--- config.mk ---
export PLATFORM = sky130hd
export DESIGN_NAME = csv_field_splitter_core
export DESIGN_NICKNAME = d
export VERILOG_FILES = /design/src/hdl/csvfs_pkg.sv /design/src/hdl/csvfs_step.sv /design/src/hdl/csv_field_splitter_core.sv
export SDC_FILE = /design/constraint.sdc
export NUM_CORES = 1
export LEC_CHECK = 0
export ABC_AREA = 1
export CAP_MARGIN = 15
export CORE_MARGIN = 2
export CORE_UTILIZATION = 55
export DETAILED_ROUTE_END_ITERATION = 6
export DONT_BUFFER_PORTS = 1
export PLACE_DENSITY = 0.7
export SLEW_MARGIN = 20
export SYNTH_ARGS = -nofsm -noshare
export SYNTH_HDL_FRONTEND = slang
export SYNTH_SLANG_ARGS = --single-unit
--- constraint.sdc ---
create_clock -name i_clk -period 4.8 [get_ports i_clk]
set_input_delay 1.44 -clock i_clk [delete_from_list [all_inputs] [get_ports i_clk]]
set_output_delay 1.44 -clock i_clk [all_outputs]
set_load 0.1 [all_outputs]
--- src/hdl/csvfs_pkg.sv ---
// Shared types and constants for the CSV field splitter.
package csvfs_pkg;

    localparam logic [7:0] SEMICOLON = 8'h3B;
    localparam logic [7:0] DQUOTE    = 8'h22;

    localparam logic FUNC_DATA = 1'b0;
    localparam logic FUNC_EOL  = 1'b1;

    localparam logic KIND_CONTENT   = 1'b0;
    localparam logic KIND_FIELD_END = 1'b1;

    typedef struct packed {
        logic in_quotes;
        logic quote_pending;
        logic field_is_empty;
    } t_flags;

    localparam t_flags FLAGS_RESET = '{in_quotes: 1'b0, quote_pending: 1'b0,
                                       field_is_empty: 1'b1};

    typedef struct packed {
        logic       kind;
        logic [7:0] out_byte;
        logic [7:0] column;
        logic       line_end;
    } t_result;

endpackage

--- src/hdl/csvfs_step.sv ---
// Per-byte parser step: next quote/column state and the optional result.
module csvfs_step #(
    parameter int COLUMN_BITS = 8
) (
    input  logic                     i_func,
    input  logic [7:0]               i_data_byte,
    input  csvfs_pkg::t_flags        i_flags,
    input  logic [COLUMN_BITS-1:0]   i_column,
    output csvfs_pkg::t_flags        o_flags,
    output logic [COLUMN_BITS-1:0]   o_column,
    output logic                     o_emit,
    output csvfs_pkg::t_result       o_result
);
    import csvfs_pkg::*;

    localparam logic [COLUMN_BITS-1:0] ColumnMax = {COLUMN_BITS{1'b1}};

    logic [COLUMN_BITS+7:0] col_ext;
    logic                   plain;

    assign col_ext = {8'h00, i_column};

    always_comb begin
        o_flags           = i_flags;
        o_column          = i_column;
        o_emit            = 1'b0;
        o_result.kind     = KIND_CONTENT;
        o_result.out_byte = 8'h00;
        o_result.column   = col_ext[7:0];
        o_result.line_end = 1'b0;
        plain             = 1'b0;

        if (i_func == FUNC_EOL) begin
            o_emit            = 1'b1;
            o_result.kind     = KIND_FIELD_END;
            o_result.line_end = 1'b1;
            o_flags           = FLAGS_RESET;
            o_column          = '0;
        end else if (i_flags.quote_pending) begin
            o_flags.quote_pending = 1'b0;
            if (i_data_byte == DQUOTE) begin
                // doubled quote: literal quote, stay quoted
                o_flags.in_quotes      = 1'b1;
                o_flags.field_is_empty = 1'b0;
                o_emit                 = 1'b1;
                o_result.out_byte      = DQUOTE;
            end else begin
                o_flags.in_quotes = 1'b0;
                plain             = 1'b1;
            end
        end else if (i_flags.in_quotes) begin
            if (i_data_byte == DQUOTE) begin
                o_flags.quote_pending = 1'b1;
            end else begin
                o_flags.field_is_empty = 1'b0;
                o_emit                 = 1'b1;
                o_result.out_byte      = i_data_byte;
            end
        end else begin
            plain = 1'b1;
        end

        if (plain) begin
            if (i_data_byte == DQUOTE && i_flags.field_is_empty) begin
                o_flags.in_quotes = 1'b1;
            end else if (i_data_byte == SEMICOLON) begin
                o_emit                 = 1'b1;
                o_result.kind          = KIND_FIELD_END;
                o_flags.field_is_empty = 1'b1;
                if (i_column != ColumnMax) begin
                    o_column = i_column + COLUMN_BITS'(1);
                end
            end else begin
                o_emit                 = 1'b1;
                o_result.out_byte      = i_data_byte;
                o_flags.field_is_empty = 1'b0;
            end
        end
    end

endmodule

--- src/hdl/csv_field_splitter_core.sv ---
// Top level of the CSV field splitter: input register, parser step, result register.
//
// Usage:
//   Input channel (i_in_valid / o_in_ready) carries one transaction per byte of a
//   semicolon-separated line: i_func = 0 with the byte in i_data_byte, and finally
//   i_func = 1 to mark end of line (byte ignored).
//   Output channel (o_out_valid / i_out_ready) carries zero or one transaction per
//   input: a content byte (o_kind = 0) or a field end (o_kind = 1) with the field
//   index in o_column; o_line_end flags the field end closing the line.
//   Quoted fields: a quote at field start opens quoting, a doubled quote inside
//   quotes is one literal quote, a single quote closes. Column saturates.
//   Path: an accepted input is held in the input register; the parser step
//   works on it and its result is loaded into the result register, from which
//   the output channel takes it.
//   Throughput: one byte per cycle while the output is not stalled; the only loop
//   is the quote/column state update through the parser step logic.
//   Stall: while the result register is full and not taken, the input register
//   holds and o_in_ready drops once it is full too; nothing is lost or repeated.
//   Reset (synchronous, active low) empties both registers and returns the parser
//   to the start of a line, column 0.
module csv_field_splitter_core #(
    parameter int COLUMN_BITS = 8
) (
    input  logic       i_clk,
    input  logic       i_rst_n,
    input  logic       i_in_valid,
    output logic       o_in_ready,
    input  logic       i_func,
    input  logic [7:0] i_data_byte,
    output logic       o_out_valid,
    input  logic       i_out_ready,
    output logic       o_kind,
    output logic [7:0] o_out_byte,
    output logic [7:0] o_column,
    output logic       o_line_end
);
    import csvfs_pkg::*;

    // input register
    logic                   r_in_valid;
    logic                   r_in_func;
    logic [7:0]             r_in_byte;

    // parser state
    t_flags                 r_flags;
    logic [COLUMN_BITS-1:0] r_col;

    // result register
    logic                   r_out_valid;
    t_result                r_out;

    t_flags                 n_flags;
    logic [COLUMN_BITS-1:0] n_col;
    logic                   n_emit;
    t_result                n_out;

    logic                   advance;

    // The input register moves on whenever the result register is free or
    // being emptied this cycle; items without a result just retire.
    assign advance    = r_in_valid && (!r_out_valid || i_out_ready);
    assign o_in_ready = !r_in_valid || advance;

    csvfs_step #(
        .COLUMN_BITS(COLUMN_BITS)
    ) u_step (
        .i_func      (r_in_func),
        .i_data_byte (r_in_byte),
        .i_flags     (r_flags),
        .i_column    (r_col),
        .o_flags     (n_flags),
        .o_column    (n_col),
        .o_emit      (n_emit),
        .o_result    (n_out)
    );

    always_ff @(posedge i_clk) begin
        if (!i_rst_n) begin
            r_in_valid  <= 1'b0;
            r_out_valid <= 1'b0;
            r_flags     <= FLAGS_RESET;
            r_col       <= '0;
        end else begin
            if (o_in_ready) begin
                r_in_valid <= i_in_valid;
            end
            if (advance) begin
                r_flags     <= n_flags;
                r_col       <= n_col;
                r_out_valid <= n_emit;
            end else if (r_out_valid && i_out_ready) begin
                r_out_valid <= 1'b0;
            end
        end
    end

    // payload registers, no reset
    always_ff @(posedge i_clk) begin
        if (o_in_ready && i_in_valid) begin
            r_in_func <= i_func;
            r_in_byte <= i_data_byte;
        end
        if (advance && n_emit) begin
            r_out <= n_out;
        end
    end

    assign o_out_valid = r_out_valid;
    assign o_kind      = r_out.kind;
    assign o_out_byte  = r_out.out_byte;
    assign o_column    = r_out.column;
    assign o_line_end  = r_out.line_end;

    // a pending quote only exists inside a quoted section
    a_pending_in_quotes: assert property (@(posedge i_clk) disable iff (!i_rst_n)
        r_flags.quote_pending |-> r_flags.in_quotes)
        else $error("quote pending outside quotes");

    // end of line returns the parser to the start of a line
    a_eol_clears: assert property (@(posedge i_clk) disable iff (!i_rst_n)
        (advance && r_in_func == FUNC_EOL) |=>
            (r_col == '0 && r_flags == FLAGS_RESET))
        else $error("state not cleared after end of line");

    // line end is only flagged on a field end, and field ends carry no byte
    a_line_end_kind: assert property (@(posedge i_clk) disable iff (!i_rst_n)
        (o_out_valid && o_line_end) |-> (o_kind == KIND_FIELD_END))
        else $error("line end on a content byte");

    a_field_end_byte: assert property (@(posedge i_clk) disable iff (!i_rst_n)
        (o_out_valid && o_kind == KIND_FIELD_END) |-> (o_out_byte == 8'h00))
        else $error("field end with nonzero byte");

    // an empty result register never blocks the input
    a_ready_when_empty: assert property (@(posedge i_clk) disable iff (!i_rst_n)
        !r_out_valid |-> o_in_ready)
        else $error("input stalled with empty result register");

endmodule
# Yosys cells after proc, flatten, opt, wreduce, memory -nomap -nowiden
# Index checks and enable logic that the tools add are counted.
# op_classes
addsub,1
n_eq_ne,3
muxes,38
n_reduce_logical,10
# ops
operator,count
2-to-1 mux 8 bit,10
2-to-1 mux 1 bit,22
2-to-1 mux 9 bit,2
"equality test 8 x 6 -> 1 bit, second input constant",2
"adder 8 x 1 -> 8 bit, second input constant",1
"inequality test 8 bit, second input constant",1
2-to-1 mux 6 bit,1
logical AND 1 bit,5
2-to-1 mux 2 bit,2
2-to-1 mux 3 bit,1
zero test 1 bit,2
logical OR 1 bit,2
nonzero test 2 bit,1
# word_totals
out_inout_bits,20
ff_bits,40
word_cells,64
in_bits,13

# Longest topological paths before layout
# Gate-level depths: netlist of the first run.
# logic_depth
word_depth,8
ltp_mapped,12
mapped_depth_nobuf,12

# By module
# From an unflattened synthesis of the first run, not the netlist that was laid out.
# hier_totals
cells_unflattened,277
area_unflattened_um2,2255.9
# modules_own_cells
mod,seq_area_each_um2,area_each_um2,cells_per_inst,instances
csv_field_splitter_core,1071.0,1405.1,112,1
csvfs_step,0.0,850.8,165,1

# Least setup slack after synthesis of the first run
# No wires, ideal clock.
# synth_path
path_kind,input to output
startpoint,input port i_out_ready
endpoint,output port o_in_ready
slack_ns,1.112
required_time_ns,3.360
path_stages,2
t_arrival_ns,2.248
n_path_buf,0
path_cell_list,inv_1 -> nand3_1
# synth_via
elab_chain_len,3
# synth_lines
item,line,rtl
"start, declared",csv_field_splitter_core.sv:31,"input logic i_out_ready,"
logical OR 1 bit,csv_field_splitter_core.sv:61,assign advance = r_in_valid && (!r_out_valid || i_out_ready);
logical AND 1 bit,csv_field_splitter_core.sv:61,
logical OR 1 bit,csv_field_splitter_core.sv:62,assign o_in_ready = !r_in_valid || advance;
"end, declared",csv_field_splitter_core.sv:27,"output logic o_in_ready,"
# No other way between the ends.

# Worst setup path in the final report of the first run
# Same ends and word-level chain as after synthesis.

==> flow_metrics.py, run 1 <==
metrics = {
    "sta": {
        "slew_worst_pin_ns": 0.9924,
        "final_setup_violation_count": 0,
        "final-hold-violation-count": 0,
        "rsz0062_at_grt": "false",
        "maxClockFrequency_mhz": 304.5,
        "final.setup.tns_ns": 0,
        "final_min_period_over_clock_period_pct": 68.42,
        "fin_skew_ns": 0.009531,
        "timing.slew.headroom_pct": 33.75,
        "worst_slack_ns": 1.516,
        "final_period_minus_worst_setup_slack_ns": 3.284,
        "timing.final.max_slew_violations": 0,
    },
    "synthesis": {
        "synth-warning-count": 0,
        "synth_area_leaders": "edfxtp_1, nand2_1, dfxtp_1, inv_1, nor2_1",
        "synth_flop_cell": "edfxtp_1",
        "yosysTopAreaCell": "edfxtp_1",
        "synth-adder-area-share_pct": 0.6452,
        "seq_area_frac_synth_pct": 55.23,
        "synth_enable_flop_cells": 27,
        "post_synth_arst_share_pct": 0,
        "synth_compound_gate_area_share_pct": 6.839,
        "synth.cell_area_sq_mm": 0.001939,
        "synth_cell_count_leaders": "nand2_1, inv_1, edfxtp_1, nor2_1, nand3_1",
        "muxShareOfSynthArea_pct": 0,
        "netlist_instances": 228,
        "synth_simple_gate_area_share_pct": 29.48,
        "synthXorXnorAreaFrac_pct": 0.4516,
        "mappedNetlistNets": 242,
        "yosys.cell_count.top_type": "nand2_1",
        "syn_area_per_cell_sq_um": 8.506,
        "yosys.cell_types.count": 25,
        "synth.ff_latch_count": 40,
        "largest_family_of_logic_cells_by_synthesized_area": "simple AND/OR/NAND/NOR gates",
        "synth_top_cell_area_share_pct": 41.81,
    },
    "die": {
        "rows": 21,
        "core_area_sq_mm": 0.003363,
        "io-pin-count": 33,
        "die_width_um": 63.38,
        "die_h_um": 63.38,
        "initial_core_util_pct": 57.66,
        "dieArea_sq_mm": 0.004017,
    },
    "worst_setup_path": {
        "worstPathCellList": "inv_1, nand3_1, buf_4",
        "worst-r2r-setup-slack_ns": 2.47,
        "timing.setup.critical_path_class": "primary input to primary output",
        "crit_path_top_delay_cell": "buf_4",
        "worstPathRequired_ns": 3.36,
        "worst_ep_arrival_time_ns": 1.84,
        "slowest_delay_ns": 0.32,
        "worstSetupStartpointType": "primary input",
        "cp-end-kind": "primary output",
        "critPathMaxFanout": 3,
    },
    "clock_tree": {
        "cts_inserted_buffers": 5,
        "cts_max_level": 2,
        "cts_repair_resize_count": 0,
        "tritoncts_clock_tree": "done",
        "post-cts-setup-buffer-count": 0,
        "holdBufCountCts": 0,
        "clk_latency_ns": 0.34,
        "clock_tree.root_cell": "clkbuf_4",
        "cts_sinks": 40,
        "longest_clk_path_bufs": 2,
        "clkTransAtPathRegs_ns": 0.11,
    },
    "grt": {
        "grt_max_degree": 19,
        "grt_antenna_before_repair": 0,
        "global_route_wire_length_before_repair_mm": 5.823,
        "global_route_usage_over_all_layers_pct": 18.90,
        "grt_pass1_vias": 1333,
        "globalRouteOverflowTotal": 0,
    },
    "placed_design": {
        "dp_hpwl_mm": 2.539,
        "post-place-ws_ns": 1.512,
        "routability_congestion": 0.8974,
        "io_buffer_count": 0,
    },
    "pwr": {
        "power_density_mw_per_mm2": 320.1,
        "vdd.ir_drop.worst_uv": 215.0,
        "leakagePower_uw": 0.0008975,
    },
    "detailed_routing": {
        "drt-pass1-iter-count": 5,
        "wl_met2_mm": 1.535,
        "dr.first_iter.drc_count": 92,
        "wire_per_inst_um": 12.60,
        "m1WireLength_mm": 1.727,
        "routed_via_density": 5.307,
        "detail_route.wirelength_mm": 3.527,
        "drc": 0,
        "met3WireLength_um": 204,
        "top_layer_used": "met4",
        "num_vias": 1486,
        "postRouteAntennaNets": 0,
    },
    "finish": {
        "area_delta_synth_final_pct": 5.161,
        "fin_nets": 247,
        "antenna-diode-count": 0,
        "fraction_of_final_layout_cells_with_drive_strength_greater_than_1_pct": 10.26,
    },
    "job": {
        "cap_violations": 0,
    },
    "outcome": {
        "status": "finished clean",
    },
    "worst_hold_path": {
        "hp-class": "flop to flop",
    },
}
==> area by class of cell <==
| class | count | area, sq um |
|---|---|---|
| Clock buffer | 7 | 45.04 |
| Clock inverter | 1 | 5.005 |
| Fill cell | 325 | 1324 |
| Inverter | 34 | 127.6 |
| Multi-Input combinational cell | 151 | 725.7 |
| Sequential cell | 40 | 1071 |
| Tap cell | 46 | 57.56 |
| Timing Repair Buffer | 1 | 7.507 |
==> metal layers <==
layer	vias up	global-route usage [%]
li1	744	-
met1	685	24.41
met2	52	28.29
met3	5	6.429
met4	0	9.511
met5	-	0
==> final timing paths <==
| check | start | end | cells after the start |
|---|---|---|---|
| hold reg to reg | r_col[4] | o_column[4] | 0 |
| setup reg to reg | o_out_valid | o_column[5] | 5 |
| setup / recovery | i_out_ready | o_in_ready | 3 |
| hold / removal | r_col[4] | o_column[4] | 0 |
==> worst max-delay path: cells and delay by family <==
family	cells	cell delay, ns
buf+inv	2	0.35
simple gates	1	0.05
==> flip-flops by register name, indices dropped and copies added, names as in the netlist <==
register and flops:
o_kind 1, o_out_byte 8, r_in_byte 8, o_out_valid 1
o_line_end 1, r_col 8, r_in_valid 1, r_flags 3
o_column 8, r_in_func 1
==> per-stage QoR <==
| stage | area, sq um | utilization (%) | power, uW | instances | hold slack (ns) |
|---|---|---|---|---|---|
| after floorplan | 1939 | - | 492.6 | 228 | 0.4029 |
| after global placement | 1989 | 59.15 | 502.3 | 272 | 0.4719 |
| after CTS | 2039 | 60.64 | 660.1 | 280 | 0.5029 |
| final | 2039 | 60.64 | 652.8 | 280 | 0.5051 |
| after global routing | 2039 | 60.64 | 682.4 | 280 | 0.5292 |
| after detailed placement | 1989 | 59.15 | 504.2 | 272 | 0.4785 |
==> layout by cell type (no fill, tap or decap), types with 2 or more instances in the layout <==
cell,count
a21oi_1,14
clkbuf_1,2
clkbuf_4,5
dfxtp_1,13
edfxtp_1,27
inv_1,30
inv_2,4
nand2_1,70
nand2_2,2
nand3_1,15
nand3_2,2
nand4_1,3
nor2_1,24
nor2_2,2
o21ai_0,6
o21ai_1,3
==> where the power goes <==
| part | switching (uW) | internal [uW] |
|---|---|---|
| clock network | 99.1 | 57.1 |
| logic | 34.7 | 11.5 |
| registers | 64.5 | 386 |
==> cell families after synthesis <==
family,Yosys count
buf+inv,37
xor+xnor,1
compound gates,25
flops,40
simple gates,124
fa+ha+maj,1
Note: power is estimated with default switching activity, not from simulation.
==> inputs of run 2 (changes only) <==
clock period = 3.05 ns   (was 4.8 ns; I/O delays follow)
==> run 2 against run 1 <==
Sequential share of layout area decreased by 1.4 points. Final cell count increased by 0.71%. Global-route usage increased by 2.0 points. Combinational power increased by 77%. Count of clock-buffer cells in the layout increased by 1. Die area unchanged. Critical path depth unchanged. Critical endpoint unchanged. Largest cell class unchanged.
==> flow_metrics.py, run 2 (same netlist as run 1, synthesis figures left out) <==
metrics = {
    "worst_setup_path": {
        "worstSetupStartpointType": "flop",
        "timing.setup.critical_path_class": "flop to primary output",
        "cp-end-kind": "primary output",
        "worst_ep_arrival_time_ns": 1.34,
        "critPathMaxFanout": 3,
        "r2r.worst_path.cells": 10,
        "worstPathRequired_ns": 2.13,
    },
    "sta": {
        "rsz0062_at_grt": "false",
        "final-hold-violation-count": 0,
        "worst_slack_ns": 0.7982,
        "fin_skew_ns": 0.006022,
        "final_min_period_over_clock_period_pct": 73.83,
        "timing.final.max_slew_violations": 0,
        "slew_worst_pin_ns": 0.9077,
        "final_period_minus_worst_setup_slack_ns": 2.252,
        "final_setup_violation_count": 0,
        "maxClockFrequency_mhz": 444.1,
        "final.setup.tns_ns": 0,
        "timing.slew.headroom_pct": 39.61,
    },
    "clock_tree": {
        "cts_repair_resize_count": 0,
        "tritoncts_clock_tree": "done",
        "holdBufCountCts": 0,
        "clkTransAtPathRegs_ns": 0.11,
        "clock_tree.root_cell": "clkbuf_4",
        "cts_inserted_buffers": 5,
        "post-cts-setup-buffer-count": 0,
        "cts_sinks": 40,
        "clk_latency_ns": 0.34,
        "cts_max_level": 2,
        "longest_clk_path_bufs": 2,
    },
    "finish": {
        "fin_nets": 249,
        "antenna-diode-count": 0,
        "area_delta_synth_final_pct": 8.000,
        "fraction_of_final_layout_cells_with_drive_strength_greater_than_1_pct": 11.86,
        "final_cell_mix": "nand2_1, inv_1, edfxtp_1, nor2_1, nand3_1",
        "final_common_cell": "nand2_1",
        "num-fill-cells": 291,
    },
    "detailed_routing": {
        "wire_per_inst_um": 13.60,
        "postRouteAntennaNets": 0,
        "dr.first_iter.drc_count": 136,
        "drc": 0,
        "detail_route.wirelength_mm": 3.834,
        "num_vias": 1542,
        "routed_via_density": 5.468,
        "drt-pass1-iter-count": 5,
    },
    "job": {
        "cap_violations": 0,
    },
    "placed_design": {
        "routability_congestion": 0.9524,
        "dp_hpwl_mm": 2.908,
        "io_buffer_count": 0,
        "post-place-ws_ns": 0.7523,
    },
    "outcome": {
        "status": "finished clean",
    },
    "die": {
        "rows": 21,
        "dieArea_sq_mm": 0.004017,
        "die_width_um": 63.38,
        "initial_core_util_pct": 57.66,
        "die_h_um": 63.38,
        "io-pin-count": 33,
        "core_area_sq_mm": 0.003363,
    },
    "grt": {
        "grt_max_degree": 15,
        "global_route_usage_over_all_layers_pct": 20.86,
        "global_route_wire_length_before_repair_mm": 6.451,
        "grt_antenna_before_repair": 0,
        "globalRouteOverflowTotal": 0,
        "grt_pass1_vias": 1391,
    },
    "pwr": {
        "vdd.ir_drop.worst_uv": 401.1,
        "power_density_mw_per_mm2": 539.6,
        "leakagePower_uw": 0.0009281,
    },
    "worst_hold_path": {
        "hold-path-cell-count": 0,
        "hp-class": "flop to flop",
    },
}
-- run 2: cell types whose count changed in the layout (fill, tap and decap cells not counted), sizes merged --
| cell | previous run | this run |
|---|---|---|
| buf | 1 | 3 |
| clkinv | 1 | 0 |
| clkbuf | 7 | 8 |
-- run 2: path summary, 6_finish.rpt --
kind | start | end | slack, ns
worst max-delay path | o_out_valid | o_in_ready | 0.80
worst min-delay path | r_col[4] | o_column[4] | 0.50
worst max register to register | r_in_byte[0] | o_column[1] | 0.91
worst min register to register | r_col[4] | o_column[4] | 0.50
-- run 2: per-stage QoR --
stage / instances / cell area, sq um / hold slack, ns / utilization, % / total power [uW]
final: 282 / 2095 / 0.4985 / 62.28 / 1130
after global placement: 274 / 2004 / 0.4670 / 59.60 / 792.7
after global routing: 282 / 2095 / 0.5377 / 62.28 / 1174
after detailed placement: 274 / 2004 / 0.4731 / 59.60 / 796.6
after CTS: 282 / 2095 / 0.5000 / 62.28 / 1136
after floorplan: 228 / 1939 / 0.4029 / - / 775.8
-- run 2: per-layer routing --
metal,GRT usage [%],part of all wire (%),vias up
li1,-,-,752
met4,8.152,1.6,0
met5,0,0,-
met3,5.179,8.1,8
met1,28.84,46,701
met2,31.58,45,81
-- run 2: power breakdown --
group	total (uW)	internal [uW]	switching (uW)
Combinational	82.0	20.1	61.8
Sequential	704	607	96.6
Clock	344	185	160
Total	1130	812	318
-- run 2: final cells by class --
type | instances | area, sq um | area share, %
clock buffers | 8 | 90.09 | 4.301
inverters | 34 | 127.6 | 6.093
multi-input cells | 151 | 725.7 | 34.65
flip-flops and latches | 40 | 1071 | 51.14
well taps | 46 | 57.56 | 2.748
repair buffers | 3 | 22.52 | 1.075
-- run 2: critical path, stage by stage (launching register included) --
cell and delay (ns):
dfxtp_1 0.33, buf_4 0.29, nand3_1 0.12, buf_4 0.25
